### config.mk
export PLATFORM = sky130hd
export DESIGN_NAME = gas_sensor_frame_link_unit
export DESIGN_NICKNAME = d
export VERILOG_FILES = /design/src/rtl/gsfl_pkg.sv /design/src/rtl/gas_sensor_frame_link_unit.sv /design/src/rtl/gsfl_front.sv /design/src/rtl/gsfl_queue.sv /design/src/rtl/gsfl_back.sv
export SDC_FILE = /design/constraint.sdc
export NUM_CORES = 1
export LEC_CHECK = 0
export BUFFER_PORTS_ARGS = -buffer_cell sky130_fd_sc_hd__buf_2
export CAP_MARGIN = 40
export CORE_AREA = 2 2 219 221
export CTS_BUF_LIST = sky130_fd_sc_hd__clkbuf_4 sky130_fd_sc_hd__clkbuf_8 sky130_fd_sc_hd__clkbuf_16
export CTS_CLUSTER_SIZE = 10
export DETAILED_ROUTE_END_ITERATION = 10
export DIE_AREA = 0 0 221 223
export PLACE_DENSITY = 0.59
export SLEW_MARGIN = 20
export SYNTH_ARGS = -nofsm -noshare
export SYNTH_HDL_FRONTEND = slang
export SYNTH_SLANG_ARGS = --single-unit
### constraint.sdc
create_clock -name clock -period 5.4 [get_ports clock]
set_input_delay 0.54 -clock clock [delete_from_list [all_inputs] [get_ports clock]]
set_output_delay 0.54 -clock clock [all_outputs]
set_load 0.02 [all_outputs]
### src/rtl/gsfl_pkg.sv
// Shared constants and types for the gas sensor frame link.
`timescale 1ns / 1ps
package gsfl_pkg;

   // Input word kinds
   localparam logic [1:0] KIND_SEND = 2'd0;
   localparam logic [1:0] KIND_RX   = 2'd1;
   localparam logic [1:0] KIND_IDLE = 2'd2;

   // Output word kinds
   localparam logic OUT_TX      = 1'b0;
   localparam logic OUT_VERDICT = 1'b1;

   localparam int unsigned FRAME_LEN = 9;
   localparam logic [3:0] LAST_BEAT = 4'(FRAME_LEN - 1);

   // Frame constants
   localparam logic [7:0] HDR_START  = 8'hFF;
   localparam logic [7:0] HDR_ADDR   = 8'h01;
   localparam logic [7:0] CMD_READ   = 8'h86;
   localparam logic [7:0] CMD_MODE_A = 8'h78;
   localparam logic [7:0] CMD_MODE_B = 8'hA7;
   localparam logic [7:0] CMD_SPAN   = 8'h88;

   localparam int unsigned QDEPTH = 4;
   localparam int unsigned QPTR_W = $clog2(QDEPTH);

   // One queued job. For a send: cmd_byte is the command, data[47:40] and
   // data[39:32] the two argument bytes, data[7:0] the checksum.
   // For a verdict: cmd_byte is reply byte 1, data is reply bytes 2..7.
   typedef struct packed {
      logic        is_verdict;
      logic        ok;
      logic [7:0]  cmd_byte;
      logic [47:0] data;
   } entry_type;

   typedef struct packed {
      logic      valid;
      entry_type entry;
   } push_type;

endpackage

### src/rtl/gas_sensor_frame_link_unit.sv
// A job is written into the queue, then loaded into the output register when that is free.
// Received-byte words are taken one per cycle and never stall; a send gives one output
// word per frame byte (nine), a verdict one word; rsp_stall holds them. Four jobs may queue.
// Reset (synchronous, active high) clears receive count and sum, queue, frame beat and
// output valid; the receive store contents stay undefined and are masked by the count.
`timescale 1ns / 1ps
module gas_sensor_frame_link_unit (
   input  logic        clock,
   input  logic        reset,
   input  logic        req_valid,
   output logic        req_stall,
   input  logic [1:0]  req_kind,
   input  logic [7:0]  req_command,
   input  logic [15:0] req_arg_value,
   input  logic [7:0]  req_rx_byte,
   output logic        rsp_valid,
   input  logic        rsp_stall,
   output logic        rsp_out_kind,
   output logic [7:0]  rsp_tx_byte,
   output logic        rsp_last,
   output logic        rsp_reply_ok,
   output logic [7:0]  rsp_reply_command,
   output logic [47:0] rsp_reply_data
);

   gsfl_pkg::push_type  push;
   gsfl_pkg::entry_type head;
   logic                q_full, q_empty, pop;

   gsfl_front u_front (
      .clock         (clock),
      .reset         (reset),
      .req_valid     (req_valid),
      .req_stall     (req_stall),
      .req_kind      (req_kind),
      .req_command   (req_command),
      .req_arg_value (req_arg_value),
      .req_rx_byte   (req_rx_byte),
      .q_full        (q_full),
      .push          (push)
   );

   gsfl_queue u_queue (
      .clock (clock),
      .reset (reset),
      .push  (push),
      .pop   (pop),
      .full  (q_full),
      .empty (q_empty),
      .head  (head)
   );

   gsfl_back u_back (
      .clock             (clock),
      .reset             (reset),
      .q_empty           (q_empty),
      .head              (head),
      .pop               (pop),
      .rsp_valid         (rsp_valid),
      .rsp_stall         (rsp_stall),
      .rsp_out_kind      (rsp_out_kind),
      .rsp_tx_byte       (rsp_tx_byte),
      .rsp_last          (rsp_last),
      .rsp_reply_ok      (rsp_reply_ok),
      .rsp_reply_command (rsp_reply_command),
      .rsp_reply_data    (rsp_reply_data)
   );

endmodule

### src/rtl/gsfl_front.sv
// Front part: accepts input words, keeps the receive store, builds jobs.
`timescale 1ns / 1ps
module gsfl_front (
   input  logic              clock,
   input  logic              reset,
   input  logic              req_valid,
   output logic              req_stall,
   input  logic [1:0]        req_kind,
   input  logic [7:0]        req_command,
   input  logic [15:0]       req_arg_value,
   input  logic [7:0]        req_rx_byte,
   input  logic              q_full,
   output gsfl_pkg::push_type push
);

   logic [7:0] store_ff [gsfl_pkg::FRAME_LEN];
   logic [3:0] count_ff, count_in;
   logic [7:0] sum_ff, sum_in;
   logic [7:0] slot [gsfl_pkg::FRAME_LEN];
   logic       accept;
   logic [7:0] arg_a, arg_b, tx_chk;
   logic       ok;

   // received bytes never need the queue, so only send and idle stall
   assign req_stall = q_full &&
                      (req_kind == gsfl_pkg::KIND_SEND || req_kind == gsfl_pkg::KIND_IDLE);
   assign accept = req_valid && !req_stall;

   always_comb begin
      for (int k = 0; k < gsfl_pkg::FRAME_LEN; k++) begin
         slot[k] = (4'(k) < count_ff) ? store_ff[k] : 8'h00;
      end
   end

   always_comb begin
      arg_a = 8'h00;
      arg_b = 8'h00;
      if (req_command == gsfl_pkg::CMD_SPAN) begin
         arg_a = req_arg_value[15:8];
         arg_b = req_arg_value[7:0];
      end else if (req_command == gsfl_pkg::CMD_MODE_A ||
                   req_command == gsfl_pkg::CMD_MODE_B) begin
         arg_a = req_arg_value[7:0];
      end
      tx_chk = 8'h00 - (gsfl_pkg::HDR_ADDR + req_command + arg_a + arg_b);
   end

   // running sum of bytes 1..7 is kept as they arrive
   assign ok = (count_ff == 4'(gsfl_pkg::FRAME_LEN)) &&
               (store_ff[0] == gsfl_pkg::HDR_START) &&
               (store_ff[1] == gsfl_pkg::CMD_READ ||
                store_ff[1] == gsfl_pkg::CMD_MODE_A ||
                store_ff[1] == gsfl_pkg::CMD_MODE_B) &&
               (store_ff[8] == 8'(8'h00 - sum_ff));

   always_comb begin
      push.valid = 1'b0;
      push.entry = '0;
      if (accept && req_kind == gsfl_pkg::KIND_SEND) begin
         push.valid            = 1'b1;
         push.entry.is_verdict = 1'b0;
         push.entry.cmd_byte   = req_command;
         push.entry.data       = {arg_a, arg_b, 24'h000000, tx_chk};
      end else if (accept && req_kind == gsfl_pkg::KIND_IDLE && count_ff != 4'd0) begin
         push.valid            = 1'b1;
         push.entry.is_verdict = 1'b1;
         push.entry.ok         = ok;
         push.entry.cmd_byte   = slot[1];
         push.entry.data       = {slot[2], slot[3], slot[4], slot[5], slot[6], slot[7]};
      end
   end

   always_comb begin
      count_in = count_ff;
      sum_in   = sum_ff;
      if (accept) begin
         unique case (req_kind)
            gsfl_pkg::KIND_SEND, gsfl_pkg::KIND_IDLE: begin
               count_in = 4'd0;
               sum_in   = 8'h00;
            end
            gsfl_pkg::KIND_RX: begin
               if (count_ff < 4'(gsfl_pkg::FRAME_LEN)) begin
                  count_in = count_ff + 4'd1;
                  if (count_ff >= 4'd1 && count_ff <= 4'd7) begin
                     sum_in = sum_ff + req_rx_byte;
                  end
               end
            end
            default: begin
            end
         endcase
      end
   end

   always_ff @(posedge clock) begin
      if (reset) begin
         count_ff <= 4'd0;
         sum_ff   <= 8'h00;
      end else begin
         count_ff <= count_in;
         sum_ff   <= sum_in;
      end
   end

   always_ff @(posedge clock) begin
      if (accept && req_kind == gsfl_pkg::KIND_RX &&
          count_ff < 4'(gsfl_pkg::FRAME_LEN)) begin
         store_ff[count_ff] <= req_rx_byte;
      end
   end

   a_count_range: assert property (@(posedge clock) disable iff (reset)
      count_ff <= 4'(gsfl_pkg::FRAME_LEN))
      else $error("receive count beyond frame length");

   a_idle_clears: assert property (@(posedge clock) disable iff (reset)
      accept && req_kind == gsfl_pkg::KIND_IDLE |=> count_ff == 4'd0)
      else $error("idle word did not clear receive store");

endmodule

### src/rtl/gsfl_queue.sv
// Short job queue between the front and back parts.
`timescale 1ns / 1ps
module gsfl_queue (
   input  logic                clock,
   input  logic                reset,
   input  gsfl_pkg::push_type  push,
   input  logic                pop,
   output logic                full,
   output logic                empty,
   output gsfl_pkg::entry_type head
);

   gsfl_pkg::entry_type mem_ff [gsfl_pkg::QDEPTH];
   logic [gsfl_pkg::QPTR_W-1:0] wr_ptr_ff, rd_ptr_ff;
   logic [gsfl_pkg::QPTR_W:0]   fill_ff;

   assign full  = fill_ff == (gsfl_pkg::QPTR_W + 1)'(gsfl_pkg::QDEPTH);
   assign empty = fill_ff == '0;
   assign head  = mem_ff[rd_ptr_ff];

   always_ff @(posedge clock) begin
      if (reset) begin
         wr_ptr_ff <= '0;
         rd_ptr_ff <= '0;
         fill_ff   <= '0;
      end else begin
         if (push.valid) begin
            wr_ptr_ff <= wr_ptr_ff + 1'b1;
         end
         if (pop) begin
            rd_ptr_ff <= rd_ptr_ff + 1'b1;
         end
         unique case ({push.valid, pop})
            2'b10:   fill_ff <= fill_ff + 1'b1;
            2'b01:   fill_ff <= fill_ff - 1'b1;
            default: fill_ff <= fill_ff;
         endcase
      end
   end

   always_ff @(posedge clock) begin
      if (push.valid) begin
         mem_ff[wr_ptr_ff] <= push.entry;
      end
   end

   a_no_overflow: assert property (@(posedge clock) disable iff (reset)
      !(push.valid && full))
      else $error("push into full queue");

   a_no_underflow: assert property (@(posedge clock) disable iff (reset)
      !(pop && empty))
      else $error("pop from empty queue");

endmodule

### src/rtl/gsfl_back.sv
// Back part: expands queued jobs into frame bytes and verdict words.
`timescale 1ns / 1ps
module gsfl_back (
   input  logic                clock,
   input  logic                reset,
   input  logic                q_empty,
   input  gsfl_pkg::entry_type head,
   output logic                pop,
   output logic                rsp_valid,
   input  logic                rsp_stall,
   output logic                rsp_out_kind,
   output logic [7:0]          rsp_tx_byte,
   output logic                rsp_last,
   output logic                rsp_reply_ok,
   output logic [7:0]          rsp_reply_command,
   output logic [47:0]         rsp_reply_data
);

   logic [3:0]  beat_ff, beat_in;
   logic        valid_ff, valid_in;
   logic        kind_ff, last_ff, ok_ff;
   logic [7:0]  tx_ff, rcmd_ff;
   logic [47:0] rdata_ff;
   logic        load;
   logic [7:0]  frame_byte;

   assign load = !q_empty && (!valid_ff || !rsp_stall);
   assign pop  = load && (head.is_verdict || beat_ff == gsfl_pkg::LAST_BEAT);

   always_comb begin
      unique case (beat_ff)
         4'd0:    frame_byte = gsfl_pkg::HDR_START;
         4'd1:    frame_byte = gsfl_pkg::HDR_ADDR;
         4'd2:    frame_byte = head.cmd_byte;
         4'd3:    frame_byte = head.data[47:40];
         4'd4:    frame_byte = head.data[39:32];
         4'd8:    frame_byte = head.data[7:0];
         default: frame_byte = 8'h00;
      endcase
   end

   always_comb begin
      beat_in  = beat_ff;
      valid_in = valid_ff && rsp_stall;
      if (load) begin
         valid_in = 1'b1;
         if (head.is_verdict || beat_ff == gsfl_pkg::LAST_BEAT) begin
            beat_in = 4'd0;
         end else begin
            beat_in = beat_ff + 4'd1;
         end
      end
   end

   always_ff @(posedge clock) begin
      if (reset) begin
         beat_ff  <= 4'd0;
         valid_ff <= 1'b0;
      end else begin
         beat_ff  <= beat_in;
         valid_ff <= valid_in;
      end
   end

   always_ff @(posedge clock) begin
      if (load) begin
         if (head.is_verdict) begin
            kind_ff  <= gsfl_pkg::OUT_VERDICT;
            tx_ff    <= 8'h00;
            last_ff  <= 1'b1;
            ok_ff    <= head.ok;
            rcmd_ff  <= head.cmd_byte;
            rdata_ff <= head.data;
         end else begin
            kind_ff  <= gsfl_pkg::OUT_TX;
            tx_ff    <= frame_byte;
            last_ff  <= beat_ff == gsfl_pkg::LAST_BEAT;
            ok_ff    <= 1'b0;
            rcmd_ff  <= 8'h00;
            rdata_ff <= '0;
         end
      end
   end

   assign rsp_valid         = valid_ff;
   assign rsp_out_kind      = kind_ff;
   assign rsp_tx_byte       = tx_ff;
   assign rsp_last          = last_ff;
   assign rsp_reply_ok      = ok_ff;
   assign rsp_reply_command = rcmd_ff;
   assign rsp_reply_data    = rdata_ff;

   a_beat_range: assert property (@(posedge clock) disable iff (reset)
      beat_ff <= gsfl_pkg::LAST_BEAT)
      else $error("frame beat out of range");

   a_mid_frame: assert property (@(posedge clock) disable iff (reset)
      beat_ff != 4'd0 |-> !q_empty && !head.is_verdict)
      else $error("frame in progress without a send job at head");

endmodule

==> impl_metrics.toml, run 1 <==
[routing]
drc_errors = 0
drtIter0Drc = 736
final_antenna_net_count = 0
wl_per_cell_um = 21.7
dr.pass1.iters = 7
vias = 8799
viasPerCell = 5.05
drt_wl_total_um = 37800

[critical_path]
end_kind = "register"
critPathSlowestCell = "or4b_4"
cp.required_ns = 5.81
startpoint_type = "primary input"
crit_fanout = 8
critPathArrivalTime_ns = 4.51
reg2reg_to = "u_queue.mem_ff[3][19]$_DFFE_PP_"
ff2ff_path_depth = 6
reg2reg_from = "u_queue.fill_ff[1]$_SDFFE_PP0P_"
r2r_slack_ns = 2.28
crit_chain = "buf_2, or4b_4, o22ai_1, and2_1, a22oi_1, fa_1, ha_1, or4b_1, nor4_4, o31ai_1, or3_1, or3_1, nand3_1"
crit_top_cell = "or3_1"
critical_path_class = "in -> reg"
slowest_delay_ns = 0.59

[global_routing]
grt-ovfl-total = 0
antenna_found_initial = 3
grt_max_degree = 61
grt_pass1_vias = 8760
track_usage_pct = 15.4
grt_pass1_wl_um = 56200

[floorplan]
die_h_um = 223
core_area_um2 = 47100
dieArea_um2 = 49300
row_count = 80
die_w_um = 221
io_pins = 107
start_util_pct = 34.5

[sta]
hold_viol_final = 0
rsz0062_at_grt = "false"
post-route-period-util_pct = 75.9
finClkSkew_ns = 0.0196
slew_headroom_pct = 41.6
fin_tns_setup_ns = 0
finalSetupViolCount = 0
slew_viol_final = 0
worst_slew_pin_slew_ns = 0.864
min_period_ns = 4.10
fmax_mhz = 244

[synth]
ys_types = 60
avgSynthCellArea_um2 = 17.0
synthesis.area_um2 = 16300
ys_warn_count = 0
async_reset_ff_share_pct = 0
yosys.area.top_type = "edfxtp_1"
synth.area.top_cells = "edfxtp_1 (68%), mux4_2 (8.0%), and2_1 (3.8%)"
synth_edf_count = 371
syn_nets = 1035
ys_ff_latch = 397
synth_ff_type = "edfxtp_1"
yosysTopAreaCellShare_pct = 68.4
postSynthCellCount = 960
yosysSeqAreaShare_pct = 71.6

[clocking]
cts_made_buffers = 47
root_buffer = "clkbuf_16"
clkSinkCount = 397
path_clk_slew_ns = 0.05
hold_buffers = 0
clk_latency_ns = 0.58
tritoncts = "yes"
cts_setup_buffers = 0
cts_max_level = 2
postCtsResizedCells = 0
cts.path.max_buffers = 3

[final_layout]
nNetsFinal = 1177
final.fill_count = 4240
utilization_pct = 40.6
fin_cells = 1743
final_cell_area_um2 = 19100
drive_gt1_share_pct = 25.0
area_growth_pct = 17.5

[place]
routabilityCongestion = 0.823
place_area_um2 = 17700
hpwlAfterDp_um = 25400
post-place-cells = 1666
port_buffers = 106

[min_path]
min_to = "u_back.rsp_valid$_SDFF_PP0_"
holdPathStages = 3
min-delay-start = "rsp_stall"
hp-class = "in -> reg"

[pwr]
peakVddDrop_mv = 0.266
powerDensity_nw_per_um2 = 436
leakagePower_nw = 6.35

[status]
run_status = "completed"

[run]
maxCapViolations = 0
==> stage by stage <==
step                      hold WS [ns]  setup slack (ns)  power [W]
after detailed placement         0.492             0.761    0.00558
after global routing             0.243              1.09    0.00872
after floorplan                  0.465              1.13    0.00498
after global placement           0.478             0.795    0.00552
after CTS                        0.217              1.35    0.00847
final                            0.249              1.30    0.00835
==> layer usage <==
metal / vias to the layer above / global-route usage (%) / share of wire (%)
met4: 2 / 3.90 / 1.6
met2: 285 / 23.6 / 46
met5: - / 0 / 0.034
met1: 4466 / 21.9 / 45
met3: 50 / 3.89 / 7.5
li1: 3996 / - / -
==> power by group <==
part           total [W]  leakage (nW)  internal [W]  switching [W]
combinational    0.00159          2.07      0.000589        0.00100
sequential       0.00388          3.58       0.00376       0.000116
clock            0.00288         0.705       0.00172        0.00116
==> cells in the final DEF, fill, tap and decap left out, types with 21 or more instances in the layout <==
cell type  count
inv_1         29
nor2_1        36
dfxtp_1       24
edfxtp_1     371
ha_1          28
mux4_2        58
buf_2        108
clkbuf_16     47
and2_1        96
nand2_1       44
xnor2_1       21
o21ai_0       26
==> kinds of logic after synthesis <==
logic type	share of synthesized area, %
flip-flops	71.6
AND/OR/NAND/NOR	8.77
AO/OA/AOI/OAI	5.02
buffers and inverters	1.55
multiplexers	8.08
adder cells (fa/ha/maj)	3.26
XOR/XNOR	1.72
==> sequential cells by signal, summed over array words and instances, names as in the netlist, named ones only <==
name,count
u_back.beat_ff,4
u_queue.fill_ff,3
u_back.rsp_out_kind,1
u_back.rsp_tx_byte,8
u_back.rsp_reply_ok,1
u_back.rsp_valid,1
u_queue.rd_ptr_ff,2
u_back.rsp_last,1
u_back.rsp_reply_command,8
u_queue.wr_ptr_ff,2
u_front.count_ff,4
u_queue.mem_ff,232
u_front.sum_ff,8
u_back.rsp_reply_data,48
u_front.store_ff,72
==> synth_stat cells, types with 2 or more instances <==
library cell	count
a211oi_1	2
a21o_1	4
a21oi_1	20
a22o_1	17
a22oi_1	17
a31oi_1	11
a41oi_1	2
and2_1	100
and3_1	3
buf_1	3
buf_2	7
clkbuf_1	24
dfxtp_1	26
edfxtp_1	371
fa_1	9
ha_1	28
inv_1	29
inv_2	2
mux4_2	58
nand2_1	44
nand2b_1	2
nand3_1	9
nand3b_1	2
nand4_1	5
nand4b_1	3
nor2_1	36
nor2b_1	4
nor3_1	14
nor3b_1	2
nor4_1	3
nor4b_1	3
o21a_1	3
o21ai_0	26
o21bai_1	4
o31ai_1	2
or2_2	5
or3_1	6
or4b_1	2
xnor2_1	21
xor2_1	11
==> final cells by class <==
| type | instances | area (um2) | area share (%) |
|---|---|---|---|
| flip-flops and latches | 397 | 11700 | 61.0 |
| repair buffers | 127 | 801 | 4.18 |
| inverters | 31 | 116 | 0.608 |
| clock buffers | 68 | 1350 | 7.03 |
| multi-input cells | 498 | 4390 | 22.9 |
| diodes | 2 | 5.00 | 0.0261 |
| clock inverters | 5 | 46.3 | 0.242 |
| well taps | 615 | 769 | 4.02 |
==> worst max-delay path by stage <==
stage / startpoint / endpoint / slack, ns / depth (start not counted)
2_1_floorplan: rsp_stall / u_queue.fill_ff[2]$_SDFFE_PP0P_ / 1.13 / 8
3_3_place_gp: req_command[1] / u_queue.mem_ff[0][7]$_DFFE_PP_ / 0.79 / 13
3_5_place_dp: req_command[1] / u_queue.mem_ff[3][7]$_DFFE_PP_ / 0.76 / 13
4_1_cts: req_command[1] / u_queue.mem_ff[2][7]$_DFFE_PP_ / 1.35 / 13
5_1_grt: req_command[1] / u_queue.mem_ff[2][7]$_DFFE_PP_ / 1.09 / 13
6_report: req_command[1] / u_queue.mem_ff[2][7]$_DFFE_PP_ / 1.30 / 13
==> critical path, delay by kind of cell <==
family / cells / cell delay (ns)
simple gates: 7 / 2.52
fa+ha+maj: 2 / 0.77
compound gates: 3 / 0.54
buf+inv: 1 / 0.15
(Power assumes the default switching activity.)
==> inputs of run 2 (changes only) <==
--- a/config.mk
+++ b/config.mk
@@ -12,7 +12,7 @@
 export CTS_CLUSTER_SIZE = 10
 export DETAILED_ROUTE_END_ITERATION = 10
 export DIE_AREA = 0 0 221 223
-export PLACE_DENSITY = 0.59
+export PLACE_DENSITY = 0.58
 export SLEW_MARGIN = 20
 export SYNTH_ARGS = -nofsm -noshare
 export SYNTH_HDL_FRONTEND = slang
==> constraint.sdc (replaced) <==
create_clock -name clock -period 3.9 [get_ports clock]
set_input_delay 0.39 -clock clock [delete_from_list [all_inputs] [get_ports clock]]
set_output_delay 0.39 -clock clock [all_outputs]
set_load 0.02 [all_outputs]
==> impl_metrics.toml, run 2 (synthesis gave the netlist of run 1 again) <==
[final_layout]
largest_reg_flops = 232
mostFrequentLayoutCell = "edfxtp_1"
fin_cells = 1761
nNetsFinal = 1196
drive_gt1_share_pct = 26.3
area_growth_pct = 18.5
final_cell_area_um2 = 19300
layout_common_cells = "edfxtp_1 (371), buf_2 (106), and2_1 (96)"
regMostFlops = "u_queue.mem_ff"

[place]
place_area_um2 = 17900
post-place-cells = 1685
hpwlAfterDp_um = 24200
port_buffers = 106
routabilityCongestion = 0.871

[critical_path]
startpoint_type = "primary input"
critical_path_class = "in -> reg"
slowest_delay_ns = 0.57
r2r_slack_ns = 0.78
reg2reg_from = "u_back.beat_ff[0]$_SDFFE_PP0P_"
end_kind = "register"
ff2ff_path_depth = 11
critPathArrivalTime_ns = 4.06
critPathSlowestCell = "or4b_4"
cp.required_ns = 4.30
crit_fanout = 4
crit_chain = "buf_2, or4b_4, o22ai_1, and2_1, a22oi_1, fa_1, ha_1, or4b_1, nor4_4, o31ai_1, or3_1, or3_1, nand3_1"
crit_top_cell = "or3_1"
reg2reg_to = "u_queue.fill_ff[2]$_SDFFE_PP0P_"

[floorplan]
start_util_pct = 34.5
dieArea_um2 = 49300
row_count = 80
die_w_um = 221
die_h_um = 223
io_pins = 107
core_area_um2 = 47100

[clocking]
tritoncts = "yes"
root_buffer = "clkbuf_16"
postCtsResizedCells = 0
cts_made_buffers = 47
path_clk_slew_ns = 0.06
cts_setup_buffers = 0
cts.path.max_buffers = 3
clk_latency_ns = 0.58
clkSinkCount = 397
hold_buffers = 0
cts_max_level = 2

[sta]
worst_slew_pin_slew_ns = 0.854
hold_viol_final = 0
fmax_mhz = 274
slew_headroom_pct = 42.4
rsz0062_at_grt = "false"
min_period_ns = 3.65
finClkSkew_ns = 0.0157
slew_viol_final = 0
post-route-period-util_pct = 93.6
finalSetupViolCount = 0

[min_path]
holdPathStages = 3
min_to = "u_back.rsp_valid$_SDFF_PP0_"
hp-class = "in -> reg"
min-delay-start = "rsp_stall"

[routing]
wl_per_cell_um = 21.2
final_antenna_net_count = 0
vias = 8909
drt_wl_total_um = 37300
viasPerCell = 5.06
dr.pass1.iters = 5
drc_errors = 0
drtIter0Drc = 841

[pwr]
powerDensity_nw_per_um2 = 603
peakVddDrop_mv = 0.499
leakagePower_nw = 6.45

[status]
run_status = "completed"

[global_routing]
grt_pass1_vias = 8966
grt_max_degree = 61
grt_pass1_wl_um = 56600
grt-ovfl-total = 0
antenna_found_initial = 5
track_usage_pct = 15.3

[run]
maxCapViolations = 0
run 2: cell types whose count changed in the layout (fill, tap and decap cells not counted), moves of 2 or more:
| cell | before | now |
|---|---|---|
| buf_2 | 108 | 106 |
| buf_12 | 0 | 5 |
| buf_16 | 6 | 2 |
| buf_4 | 12 | 31 |
run 2: where the power goes:
part / switching (W) / leakage, nW / internal (W)
clock: 0.00161 / 0.716 / 0.00246
combinational: 0.00141 / 2.15 / 0.000813
sequential: 0.000123 / 3.58 / 0.00521
run 2: worst max path at each step:
stage                               from                             end  slack [ns]  cells after the start
after global placement    req_command[2]  u_queue.mem_ff[2][7]$_DFFE_PP_       -0.20                     13
after global routing      req_command[2]  u_queue.mem_ff[1][7]$_DFFE_PP_        0.02                     13
after floorplan           req_command[2]  u_queue.mem_ff[0][7]$_DFFE_PP_        0.01                     13
after CTS                 req_command[2]  u_queue.mem_ff[0][7]$_DFFE_PP_        0.32                     13
after detailed placement  req_command[2]  u_queue.mem_ff[0][7]$_DFFE_PP_       -0.28                     13
final                     req_command[2]  u_queue.mem_ff[1][7]$_DFFE_PP_        0.25                     13
run 2: metrics by stage:
step	utilization, %	setup slack (ns)	setup TNS (ns)	hold WS (ns)	power [W]
2_1_floorplan	-	0.0114	0	0.465	0.00688
3_3_place_gp	37.8	-0.201	-1.34	0.485	0.00765
3_5_place_dp	37.9	-0.277	-2.46	0.497	0.00770
4_1_cts	40.9	0.317	0	0.0653	0.0118
5_1_grt	40.9	0.0222	0	0.0959	0.0121
6_report	40.9	0.248	0	0.0954	0.0116
run 2: cell type report:
class	instances	area, um2
Multi-Input combinational cell	498	4390
Clock buffer	68	1360
Inverter	31	116
Sequential cell	397	11700
Antenna cell	1	2.50
Fill cell	4304	27800
Timing Repair Buffer	146	931
Clock inverter	5	67.6
Tap cell	615	769
run 2: metal layers:
metal | global-route usage [%] | share of wire, % | vias to the layer above
met5 | 0 | 0.11 | -
met4 | 4.46 | 2.2 | 6
met3 | 3.74 | 6.5 | 62
met2 | 22.8 | 45 | 265
met1 | 22.3 | 47 | 4546
li1 | - | - | 4030
run 2: worst max-delay path, delay by kind of cell:
family | cells | cell delay, ns
and+or+nand+nor | 7 | 2.37
adders and majority gates | 2 | 0.70
AOI/OAI and AO/OA | 3 | 0.49
buffers and inverters | 1 | 0.11
